--- src/rtl/kta_pkg.sv ---
`default_nettype none
// ----------------------------------------------------------------------------
// kta_pkg
// Shared sizes, codes and the per-cell control bundle of the keyed table.
// ----------------------------------------------------------------------------
package kta_pkg;

  localparam int CAPACITY    = 16;
  localparam int KEY_WIDTH   = 32;
  localparam int VALUE_WIDTH = 32;

  localparam int IDX_W = (CAPACITY > 1) ? $clog2(CAPACITY) : 1;
  localparam int CNT_W = $clog2(CAPACITY + 1);

  // fixed field widths on the ports
  localparam int KEY_FW   = 32;
  localparam int VAL_FW   = 32;
  localparam int INDEX_FW = 4;
  localparam int COUNT_FW = 5;

  typedef enum logic [1:0] {
    OP_ADD  = 2'd0,
    OP_REM  = 2'd1,
    OP_FIND = 2'd2
  } op_t;

  typedef enum logic [1:0] {
    ST_OK   = 2'd0,
    ST_DUP  = 2'd1,
    ST_FULL = 2'd2,
    ST_MISS = 2'd3
  } status_t;

  typedef struct packed {
    logic cmp_en;  // latch a fresh compare result
    logic live;    // cell lies below the live count
    logic load;    // take the write key/value
    logic shift;   // take the upper neighbor's entry
  } cell_ctrl_t;

endpackage
`default_nettype wire

--- src/rtl/kta_cell.sv ---
`default_nettype none
// ----------------------------------------------------------------------------
// kta_cell
// One table slot: key and value, a key compare, and a hand-down path from
// the next slot up for closing a gap on remove.
// ----------------------------------------------------------------------------
module kta_cell
  import kta_pkg::*;
(
  input  wire logic                   clk,
  input  wire logic                   rst_n,
  input  wire cell_ctrl_t             ctrl,
  input  wire logic [KEY_WIDTH-1:0]   cmp_key,
  input  wire logic [KEY_WIDTH-1:0]   wr_key,
  input  wire logic [VALUE_WIDTH-1:0] wr_val,
  input  wire logic [KEY_WIDTH-1:0]   nb_key,
  input  wire logic [VALUE_WIDTH-1:0] nb_val,
  output logic [KEY_WIDTH-1:0]        key,
  output logic [VALUE_WIDTH-1:0]      val,
  output logic                        hit
);

  logic [KEY_WIDTH-1:0]   key_r;
  logic [VALUE_WIDTH-1:0] val_r;
  logic                   hit_r;

  always_ff @(posedge clk) begin
    if (ctrl.load) begin
      key_r <= wr_key;
      val_r <= wr_val;
    end else if (ctrl.shift) begin
      key_r <= nb_key;
      val_r <= nb_val;
    end
  end

  always_ff @(posedge clk) begin
    if (!rst_n) begin
      hit_r <= 1'b0;
    end else if (ctrl.cmp_en) begin
      hit_r <= ctrl.live && (key_r == cmp_key);
    end
  end

  assign key = key_r;
  assign val = val_r;
  assign hit = hit_r;

endmodule
`default_nettype wire

--- src/rtl/kta_pick.sv ---
`default_nettype none
// ----------------------------------------------------------------------------
// kta_pick
// Turns the row of cell hits into found flag, position and stored value.
// Live keys are distinct, so at most one hit is set and an OR merge works.
// ----------------------------------------------------------------------------
module kta_pick
  import kta_pkg::*;
(
  input  wire logic [CAPACITY-1:0]    hit,
  input  wire logic [VALUE_WIDTH-1:0] vals [CAPACITY],
  output logic                        found,
  output logic [IDX_W-1:0]            pos,
  output logic [VALUE_WIDTH-1:0]      val
);

  always_comb begin
    pos = '0;
    val = '0;
    for (int i = 0; i < CAPACITY; i++) begin
      if (hit[i]) begin
        pos = pos | IDX_W'(i);
        val = val | vals[i];
      end
    end
    found = |hit;
  end

endmodule
`default_nettype wire

--- src/rtl/keyed_table_add_remove_find.sv ---
`default_nettype none
// ----------------------------------------------------------------------------
// keyed_table_add_remove_find
// Packed key/value table with add, remove and find over a row of slot cells.
// ----------------------------------------------------------------------------
// Channel  Dir  Signals                    Contents
// in       in   in_tvalid/tready/tdata/    tdata: key_hash, value
//               in_tuser                   tuser: op
// out      out  out_tvalid/tready/tdata/   tdata: index, value_out, count
//               out_tuser                  tuser: status
//
// Every cell compares its key in the accept cycle and registers its hit;
// the S_UPD state then commits the add, remove or find and loads the result
// register. The commit holds while an earlier result sits untaken, and no new item is taken until it commits.
// Reset clears the live count and the handshake state; slot contents stay
// unknown until written and are never read beyond the live count.
// ----------------------------------------------------------------------------
module keyed_table_add_remove_find
  import kta_pkg::*;
(
  input  wire logic        clk,
  input  wire logic        rst_n,
  input  wire logic        in_tvalid,
  output logic             in_tready,
  input  wire logic [63:0] in_tdata,   // [31:0] key_hash, [63:32] value
  input  wire logic [1:0]  in_tuser,   // [1:0] op
  output logic             out_tvalid,
  input  wire logic        out_tready,
  output logic [47:0]      out_tdata,  // [3:0] index, [35:4] value_out, [40:36] count
  output logic [1:0]       out_tuser   // [1:0] status
);

  localparam int OUT_PAD = 48 - (INDEX_FW + VAL_FW + COUNT_FW);

  typedef enum logic {S_IDLE, S_UPD} state_t;

  state_t                 state_r;
  logic [1:0]             op_r;
  logic [KEY_WIDTH-1:0]   key_r;
  logic [VALUE_WIDTH-1:0] val_r;
  logic [CNT_W-1:0]       count_r, count_nxt;

  logic                   out_valid_r;
  status_t                out_status_r, st_nxt;
  logic [INDEX_FW-1:0]    out_index_r, idx_nxt;
  logic [VAL_FW-1:0]      out_value_r, vout_nxt;
  logic [COUNT_FW-1:0]    out_count_r;

  logic                   in_acc, commit, add_ok, rem_ok;
  logic [KEY_WIDTH-1:0]   cmp_key;
  cell_ctrl_t             ctrl     [CAPACITY];
  logic [KEY_WIDTH-1:0]   cell_key [CAPACITY];
  logic [VALUE_WIDTH-1:0] cell_val [CAPACITY];
  logic [CAPACITY-1:0]    hit;
  logic                   found;
  logic [IDX_W-1:0]       pos;
  logic [VALUE_WIDTH-1:0] found_val;

  assign in_tready = (state_r == S_IDLE);
  assign in_acc    = in_tvalid && in_tready;
  assign commit    = (state_r == S_UPD) && (!out_valid_r || out_tready);
  assign cmp_key   = KEY_WIDTH'(in_tdata[KEY_FW-1:0]);

  kta_pick u_pick (
    .hit   (hit),
    .vals  (cell_val),
    .found (found),
    .pos   (pos),
    .val   (found_val)
  );

  always_comb begin
    add_ok    = 1'b0;
    rem_ok    = 1'b0;
    st_nxt    = ST_MISS;
    idx_nxt   = '0;
    vout_nxt  = '0;
    count_nxt = count_r;
    case (op_r)
      OP_ADD: begin
        if (found) begin
          st_nxt = ST_DUP;
        end else if (count_r == CNT_W'(CAPACITY)) begin
          st_nxt = ST_FULL;
        end else begin
          add_ok    = 1'b1;
          st_nxt    = ST_OK;
          idx_nxt   = INDEX_FW'(count_r);
          count_nxt = count_r + 1'b1;
        end
      end
      OP_REM: begin
        if (found) begin
          rem_ok    = 1'b1;
          st_nxt    = ST_OK;
          idx_nxt   = INDEX_FW'(pos);
          vout_nxt  = VAL_FW'(found_val);
          count_nxt = count_r - 1'b1;
        end
      end
      OP_FIND: begin
        if (found) begin
          st_nxt   = ST_OK;
          idx_nxt  = INDEX_FW'(pos);
          vout_nxt = VAL_FW'(found_val);
        end
      end
      default: begin
        st_nxt = ST_MISS;
      end
    endcase
  end

  for (genvar g = 0; g < CAPACITY; g++) begin : g_cell
    always_comb begin
      ctrl[g].cmp_en = in_acc;
      ctrl[g].live   = (CNT_W'(g) < count_r);
      ctrl[g].load   = commit && add_ok && (count_r == CNT_W'(g));
      ctrl[g].shift  = commit && rem_ok && (IDX_W'(g) >= pos);
    end

    if (g < CAPACITY - 1) begin : g_mid
      kta_cell u_cell (
        .clk     (clk),
        .rst_n   (rst_n),
        .ctrl    (ctrl[g]),
        .cmp_key (cmp_key),
        .wr_key  (key_r),
        .wr_val  (val_r),
        .nb_key  (cell_key[g+1]),
        .nb_val  (cell_val[g+1]),
        .key     (cell_key[g]),
        .val     (cell_val[g]),
        .hit     (hit[g])
      );
    end else begin : g_top
      // top slot has no upper neighbor; what it takes on a shift is dead
      kta_cell u_cell (
        .clk     (clk),
        .rst_n   (rst_n),
        .ctrl    (ctrl[g]),
        .cmp_key (cmp_key),
        .wr_key  (key_r),
        .wr_val  (val_r),
        .nb_key  (key_r),
        .nb_val  (val_r),
        .key     (cell_key[g]),
        .val     (cell_val[g]),
        .hit     (hit[g])
      );
    end
  end

  always_ff @(posedge clk) begin
    if (!rst_n) begin
      state_r     <= S_IDLE;
      count_r     <= '0;
      out_valid_r <= 1'b0;
    end else begin
      if (commit) begin
        out_valid_r <= 1'b1;
      end else if (out_valid_r && out_tready) begin
        out_valid_r <= 1'b0;
      end
      case (state_r)
        S_IDLE: begin
          if (in_acc) begin
            state_r <= S_UPD;
          end
        end
        S_UPD: begin
          if (commit) begin
            state_r <= S_IDLE;
            count_r <= count_nxt;
          end
        end
        default: begin
          state_r <= S_IDLE;
        end
      endcase
    end
  end

  always_ff @(posedge clk) begin
    if (in_acc) begin
      op_r  <= in_tuser;
      key_r <= KEY_WIDTH'(in_tdata[KEY_FW-1:0]);
      val_r <= VALUE_WIDTH'(in_tdata[KEY_FW+VAL_FW-1:KEY_FW]);
    end
    if (commit) begin
      out_status_r <= st_nxt;
      out_index_r  <= idx_nxt;
      out_value_r  <= vout_nxt;
      out_count_r  <= COUNT_FW'(count_nxt);
    end
  end

  assign out_tvalid = out_valid_r;
  assign out_tuser  = out_status_r;
  assign out_tdata  = {{OUT_PAD{1'b0}}, out_count_r, out_value_r, out_index_r};

  a_count_bound: assert property (@(posedge clk) disable iff (!rst_n)
    count_r <= CNT_W'(CAPACITY))
    else $error("live count above capacity");

  a_one_hit: assert property (@(posedge clk) disable iff (!rst_n)
    (state_r == S_UPD) |-> $onehot0(hit))
    else $error("more than one live slot matched the key");

  a_add_grows: assert property (@(posedge clk) disable iff (!rst_n)
    (commit && add_ok) |=> (count_r == $past(count_r) + 1'b1) && out_tvalid)
    else $error("successful add did not grow the table");

endmodule
`default_nettype wire

--- config.mk ---
export PLATFORM = sky130hd
export DESIGN_NAME = keyed_table_add_remove_find
export DESIGN_NICKNAME = d
export VERILOG_FILES = /design/src/rtl/kta_pkg.sv /design/src/rtl/kta_cell.sv /design/src/rtl/kta_pick.sv /design/src/rtl/keyed_table_add_remove_find.sv
export SDC_FILE = /design/constraint.sdc
export NUM_CORES = 2
export LEC_CHECK = 0
export ABC_AREA = 1
export BUFFER_PORTS_ARGS = -buffer_cell sky130_fd_sc_hd__clkbuf_2
export CAP_MARGIN = 20
export CORE_ASPECT_RATIO = 1.4
export CORE_MARGIN = 2
export CORE_UTILIZATION = 40
export CTS_CLUSTER_SIZE = 10
export DETAILED_ROUTE_END_ITERATION = 10
export SETUP_SLACK_MARGIN = 0.1
export SYNTH_ARGS = -nofsm -noshare
export SYNTH_HDL_FRONTEND = slang
export SYNTH_SLANG_ARGS = --single-unit
--- constraint.sdc ---
create_clock -name clk -period 18.3 [get_ports clk]
set_input_delay 1.83 -clock clk [delete_from_list [all_inputs] [get_ports clk]]
set_output_delay 1.83 -clock clk [all_outputs]
set_load 0.005 [all_outputs]
* Word level (Yosys, flattened, before mapping) *
Index checks and enable logic that the tools add are counted.

cells by class
  multiplexer cells = 117
  equal/unequal tests = 34
  order comparisons = 32
  $add $sub $neg = 2
  bitwise logic cells = 16
  reductions and logical operators = 78

operators with widths
  kind                                                                                 number
  32-bit two-way mux                                                                   80
  32-bit == test                                                                       16
  32-bit bitwise OR                                                                    15
  1-bit logical AND                                                                    53
  4-bit two-way mux                                                                    11
  5-bit by 4-bit == test with 1-bit output (second input constant)                     8
  4-bit by 5-bit < comparator with 1-bit output (first input constant)                 8
  2-bit nonzero test                                                                   17
  4-bit greater-or-equal comparator (first input constant)                             8
  5-bit by 3-bit == test with 1-bit output (second input constant)                     4
  3-bit by 5-bit < comparator with 1-bit output (first input constant)                 4
  3-bit by 4-bit greater-or-equal comparator with 1-bit output (first input constant)  4
  16-bit OR reduction                                                                  1
  5-bit two-way mux                                                                    3
  3-bit two-way mux                                                                    4
  5-bit by 2-bit == test with 1-bit output (second input constant)                     2
  1-bit by 5-bit < comparator with 1-bit output (first input constant)                 2
  2-bit by 5-bit < comparator with 1-bit output (first input constant)                 2
  1-bit two-way mux                                                                    10
  2-bit two-way mux                                                                    5
  5-bit case mux with 2 select lines                                                   1
  1-bit by 4-bit greater-or-equal comparator with 1-bit output (first input constant)  2
  2-bit by 4-bit greater-or-equal comparator with 1-bit output (first input constant)  2
  4-bit case mux with 2 select lines                                                   1
  other kinds (15)                                                                     16

word-level totals
  bits of input ports = 70
  output and inout bits = 52
  word-level logic and storage cells = 337
  flip-flop bits (word level) = 1156

* Longest topological paths before layout *
  depth in word-level cells = 31
  gate-level depth with buffers = 13
  depth with buffers taken out = 10

* By module *
A second synthesis with hierarchy kept.

unflattened totals
  cell total of the unflattened synthesis = 8045
  area, all modules = 62646.3 um2

by module, submodules not included
  module                       times used  area an instance (um2)  cells each  sequential area each (um2)
  kta_cell                     16          3303.2                  402         1941.9
  kta_pick                     1           4982.3                  1212        0.0
  keyed_table_add_remove_find  1           4813.4                  401         3413.3

* Worst setup path after synthesis *
Ideal clock, no wire load.

  path kind = input-to-reg
  from = in out_tready
  to = reg g_cell[0].g_mid.u_cell.key_r[0] (enable)
  path buffers = 0
  library setup time = 574 ps
  data required time = 17726 ps
  cell stages on the path = 8
  path slack = 9663 ps
  arrival time = 8063 ps
  cell sequence = inv_1 -> nand2_1 -> nand2_1 -> inv_1 -> nand4_1 -> nor2_1 -> inv_1 -> o21ai_0

between the ends
  cells in the longest elaborated chain, start to end = 5
  elaborated cells between the ends (all ways) = 7
  those cells by class = reduce/logical: 7

ends and longest elaborated chain
  item                                                RTL line                                                                source
  start: declaration                                  keyed_table_add_remove_find.sv:28                                       input wire logic out_tready,
  1-bit logical OR (*)                                keyed_table_add_remove_find.sv:61                                       assign commit = (state_r == S_UPD) && (!out_valid_r || out_tready);
  1-bit logical AND (*)                               keyed_table_add_remove_find.sv:61
  named net commit                                    keyed_table_add_remove_find.sv:49                                       logic in_acc, commit, add_ok, rem_ok;
  1-bit logical AND (on tied branches) (2 in series)  keyed_table_add_remove_find.sv:119, keyed_table_add_remove_find.sv:118
  2-bit nonzero test (no line) (*)                    -
  end signal: assignment                              kta_cell.sv:29                                                          key_r <= wr_key;
  end signal: assignment                              kta_cell.sv:32                                                          key_r <= nb_key;
  end: declaration                                    kta_cell.sv:23                                                          logic [KEY_WIDTH-1:0] key_r;

Mark *: on every way through the listed nets, which the timed path passes. The rest lies on a longest branch.
A chain may end at the register's enable or synchronous reset.

* Final worst setup path *
  from = reg count_r[1]
  to = reg g_cell[14].g_mid.u_cell.key_r[14] (enable)

between the ends
  cells in the longest elaborated chain, start to end = 7
  elaborated cells between the ends (all ways) = 8
  those cells by class = eq/ne: 2; mux: 3; reduce/logical: 3

ends and longest elaborated chain
  item                              RTL line                            source
  start: declaration                keyed_table_add_remove_find.sv:41   logic [CNT_W-1:0] count_r, count_nxt;
  start signal: assignment          keyed_table_add_remove_find.sv:174  count_r <= count_nxt;
  5-bit == test                     keyed_table_add_remove_find.sv:83   end else if (count_r == CNT_W'(CAPACITY)) begin
  1-bit two-way mux                 keyed_table_add_remove_find.sv:83
  1-bit two-way mux                 keyed_table_add_remove_find.sv:81   if (found) begin
  1-bit two-way mux                 keyed_table_add_remove_find.sv:79   case (op_r)
  1-bit logical AND                 keyed_table_add_remove_find.sv:118  ctrl[g].load = commit && add_ok && (count_r == CNT_W'(g));
  1-bit logical AND (*)             keyed_table_add_remove_find.sv:118
  2-bit nonzero test (no line) (*)  -
  end signal: assignment            kta_cell.sv:29
  end signal: assignment            kta_cell.sv:32
  end: declaration                  kta_cell.sv:23

Mark *: on every way between the ends. The rest lies on a longest branch, timed or not.

==> out/qor.txt <==
OUTCOME
-----------------------------------------------------------------------------------------------------
Result of the run                                                                        finished, final reports clean

YOSYS
-----------------------------------------------------------------------------------------------------
Share of flip-flops with an asynchronous set or reset after synthesis                               0
Area leader, netlist                                                                     sky130_fd_sc_hd__edfxtp_1
Fraction of synthesized area in multiplexers                                                        0
Post-synthesis share of cell area spent on full adders, half adders and majority gates        0.00195
Cell count after synthesis                                                                       6351
Commonest register cell after synthesis                                                  sky130_fd_sc_hd__edfxtp_1
Fraction of synthesized cell area in xor and xnor cells                                        0.0306
Most numerous cell in the Yosys netlist                                                  sky130_fd_sc_hd__nand2_1
Sequential-to-total area share from yosys stat                                                  0.596
Number of synthesized register bits                                                              1156
Area share of the leading cell type in the synthesized netlist                                  0.589
Dominant combinational cell family by area after synthesis                               simple AND/OR/NAND/NOR gates
Mean instance size in the synthesized netlist                                                9.10 µm²
Share of the synthesized area in compound gates (AO/OA/AOI/OAI)                                 0.108
Number of warning messages in the yosys log                                                         0
Area share of and/or/nand/nor cells after synthesis                                             0.200
Ranking of synthesized cells by area                                                     sky130_fd_sc_hd__edfxtp_1 (59%), sky130_fd_sc_hd__nand2_1 (15%), sky130_fd_sc_hd__o21ai_0 (7.7%)
Synthesized area                                                                            57800 µm²
Number of enable-type register cells in the synthesized netlist                                  1133
Number of distinct library cells after synthesis                                                   43
Leading post-synthesis cells by instance count                                           sky130_fd_sc_hd__nand2_1 (2369), sky130_fd_sc_hd__edfxtp_1 (1133), sky130_fd_sc_hd__o21ai_0 (885)

TIMING
-----------------------------------------------------------------------------------------------------
Accumulated negative setup slack                                                                 0 ps
Slew @ Worst Pin                                                                              1140 ps
Share of the clock period used by the worst path                                                0.300
Final number of hold-violating endpoints                                                            0
# setup viols final                                                                                 0
Clk_skew                                                                                      35.9 ps
Minimum clock period                                                                          5490 ps
RSZ-0062 raised after global routing                                                               no
Relative slew slack                                                                             0.239
Maximum achievable frequency                                                                0.182 GHz
Final-report max-slew violation count                                                               0

GRT
-----------------------------------------------------------------------------------------------------
Wire length of the first global-routing pass                                                323000 µm
GRT Residual Overflow                                                                               0
Pin count of the biggest net entering global routing                                               95
Vias in the first global route                                                                  45300
Initial antenna violation count                                                                     6
Overall Global Routing Usage                                                                    0.306

CLOCK TREE
-----------------------------------------------------------------------------------------------------
H-tree depth                                                                                        4
Number of sinks handled by clock tree synthesis                                                  1156
Worst-path clk slew                                                                             60 ps
Number of buffers between clock root and the deepest sink                                           3
Number of setup buffers added after CTS                                                             0
TritonCTS clock tree                                                                            built
TritonCTS Buffers                                                                                 136
Post-cts resize count                                                                               0
Quantity of hold-fixing buffers added after cts                                                     0
Buffer type at the clock tree root                                                       sky130_fd_sc_hd__clkbuf_16
Skew-Pair Late Insertion Delay                                                                 810 ps

WORST SETUP PATH
-----------------------------------------------------------------------------------------------------
Startpoint-to-endpoint class of the critical path                                        flop to flop
Startpoint Class                                                                                 flop
Data arrival time at the worst-slack endpoint                                                 5920 ps
CP Max Fanout                                                                                      62
Critical Path RT                                                                             18720 ps
Sort of element at the end of the critical path                                                  flop

LAYOUT
-----------------------------------------------------------------------------------------------------
Fillers                                                                                         14000
Layout Nets                                                                                      6334
Fin cells                                                                                        8220
Final Cell Area                                                                             63700 µm²
Layout cells sized above 1                                                                     0.0675
Area added between synthesis and finish                                                         10.1%
Finished Core Util                                                                              0.442

PLACE
-----------------------------------------------------------------------------------------------------
Placed instance count                                                                            8037
Post-placement cell area                                                                    59800 µm²
Port Buffers                                                                                      114
Half-perimeter wire length after placement                                                  148000 µm
Routability Congestion                                                                          0.988

PWR
-----------------------------------------------------------------------------------------------------
Pwr per Cell Area                                                                         90.5 nW/µm²
Power consumption                                                                           0.00576 W
Static leakage                                                                                25.7 nW
Peak ir drop on the vdd network                                                             0.0975 mV

DIE
-----------------------------------------------------------------------------------------------------
Effective utilization at floorplan                                                              0.402
Num rows                                                                                          165
Chip width                                                                                     325 µm
Area of the die                                                                            148000 µm²
Vertical extent of the die                                                                     454 µm
Number of ports placed on the die boundary                                                        122
Placeable core area                                                                        144000 µm²

JOB
-----------------------------------------------------------------------------------------------------
Max Cap Violations                                                                                  0

DETAILED ROUTING
-----------------------------------------------------------------------------------------------------
Routed vias                                                                                     47300
Remaining DRCs                                                                                      0
Drt total wl                                                                                229000 µm
Residual antenna-violating net count after detailed routing                                         0
Routed WL per cell                                                                            27.9 µm
Via-per-instance ratio                                                                           5.76
Number of search-and-repair iterations in the first detailed-routing pass                           8
Drt first-iter violations                                                                        5936

HOLD PATH
-----------------------------------------------------------------------------------------------------
Worst hold-check path type                                                               flop to flop

## area by class of cell
type | instances | area, µm² | share of cell area
antenna | 2 | 5.00 | 0.0000786
clock buffer | 159 | 3510 | 0.0551
inverter | 467 | 1750 | 0.0275
multi-input combinational | 4304 | 20000 | 0.314
timing repair buffer | 190 | 1160 | 0.0183
tap | 1920 | 2400 | 0.0377
sequential | 1156 | 34500 | 0.542
clock inverter | 22 | 344 | 0.00540
## flip-flops by register name (all words and copies together) (netlist names), 15 cells and up
name and count:
g_cell.g_mid.u_cell.val 480, out_value_r 32, g_cell.g_mid.u_cell.key 480, g_cell.g_top.u_cell.val 32
key_r 32, val_r 32, g_cell.g_mid.u_cell.hit 15, g_cell.g_top.u_cell.key 32
## cell usage in the layout (no fill, tap or decap), drive strengths merged
master,instances
o21ai,948
nor2,345
a21oi,32
nor3,16
buf,76
o22ai,12
xor2,23
or2,21
nand4,71
nand3b,3
a31o,1
nand3,110
clkinv,30
a22o,82
a221oi,45
diode,2
a31oi,8
o2111ai,4
nor4,5
and2,2
a41oi,1
xnor2,179
o211ai,3
a211oi,3
dfxtp,23
clkbuf,273
conb,7
nand2,2371
ha,9
o21a,1
edfxtp,1133
inv,459
o31ai,2
## critical path: stages (launching register included)
cell	delay, ps
sky130_fd_sc_hd__dfxtp_1	760
sky130_fd_sc_hd__clkinv_1	500
sky130_fd_sc_hd__ha_1	440
sky130_fd_sc_hd__nand3_1	240
sky130_fd_sc_hd__nand2_1	170
sky130_fd_sc_hd__nor3_4	170
sky130_fd_sc_hd__buf_4	390
sky130_fd_sc_hd__nand3_4	740
sky130_fd_sc_hd__o21ai_4	670
sky130_fd_sc_hd__buf_4	860
## routing by layer
layer / GRT usage / vias up / wire length (µm)
li1: - / 20900 / -
met1: 0.357 / 23000 / 80900
met2: 0.508 / 2786 / 109000
met3: 0.0506 / 706 / 20700
met4: 0.228 / 4 / 19200
met5: 0 / - / 21
## path summary, 6_finish.rpt
check | start | to | slack (ps) | cells after the start
setup reg to reg | count_r[1] | g_cell[14].g_mid.u_cell.key[14] | 12810 | 9
hold / removal | val_r[30] | g_cell[15].g_top.u_cell.val[30] | 520 | 0
hold reg to reg | val_r[30] | g_cell[15].g_top.u_cell.val[30] | 520 | 0
setup / recovery | count_r[1] | g_cell[14].g_mid.u_cell.key[14] | 12810 | 9
## power by group
group | internal, W | switching (W) | total (W)
clock | 0.00136 | 0.00115 | 0.00252
combinational | 0.0000653 | 0.000229 | 0.000294
sequential | 0.00292 | 0.0000314 | 0.00295
total | 0.00435 | 0.00141 | 0.00576
## stage by stage
step | worst slack [ps] | hold slack, ps
after detailed placement | 12390 | 517
after global placement | 12380 | 519
after global routing | 12560 | 550
final | 12810 | 523
after CTS | 12800 | 532
after floorplan | 9660 | 474
## cells by family (layout without fill, tap and decap cells)
| kind of cell | Yosys count | in the layout |
|---|---|---|
| AO/OA/AOI/OAI | 1142 | 1142 |
| XOR/XNOR | 202 | 202 |
| adder cells (fa/ha/maj) | 9 | 9 |
| buffers and inverters | 897 | 838 |
| flip-flops | 1156 | 1156 |
| other | 1 | 9 |
| AND/OR/NAND/NOR | 2944 | 2944 |
Power figures use the tool's default switching activity.
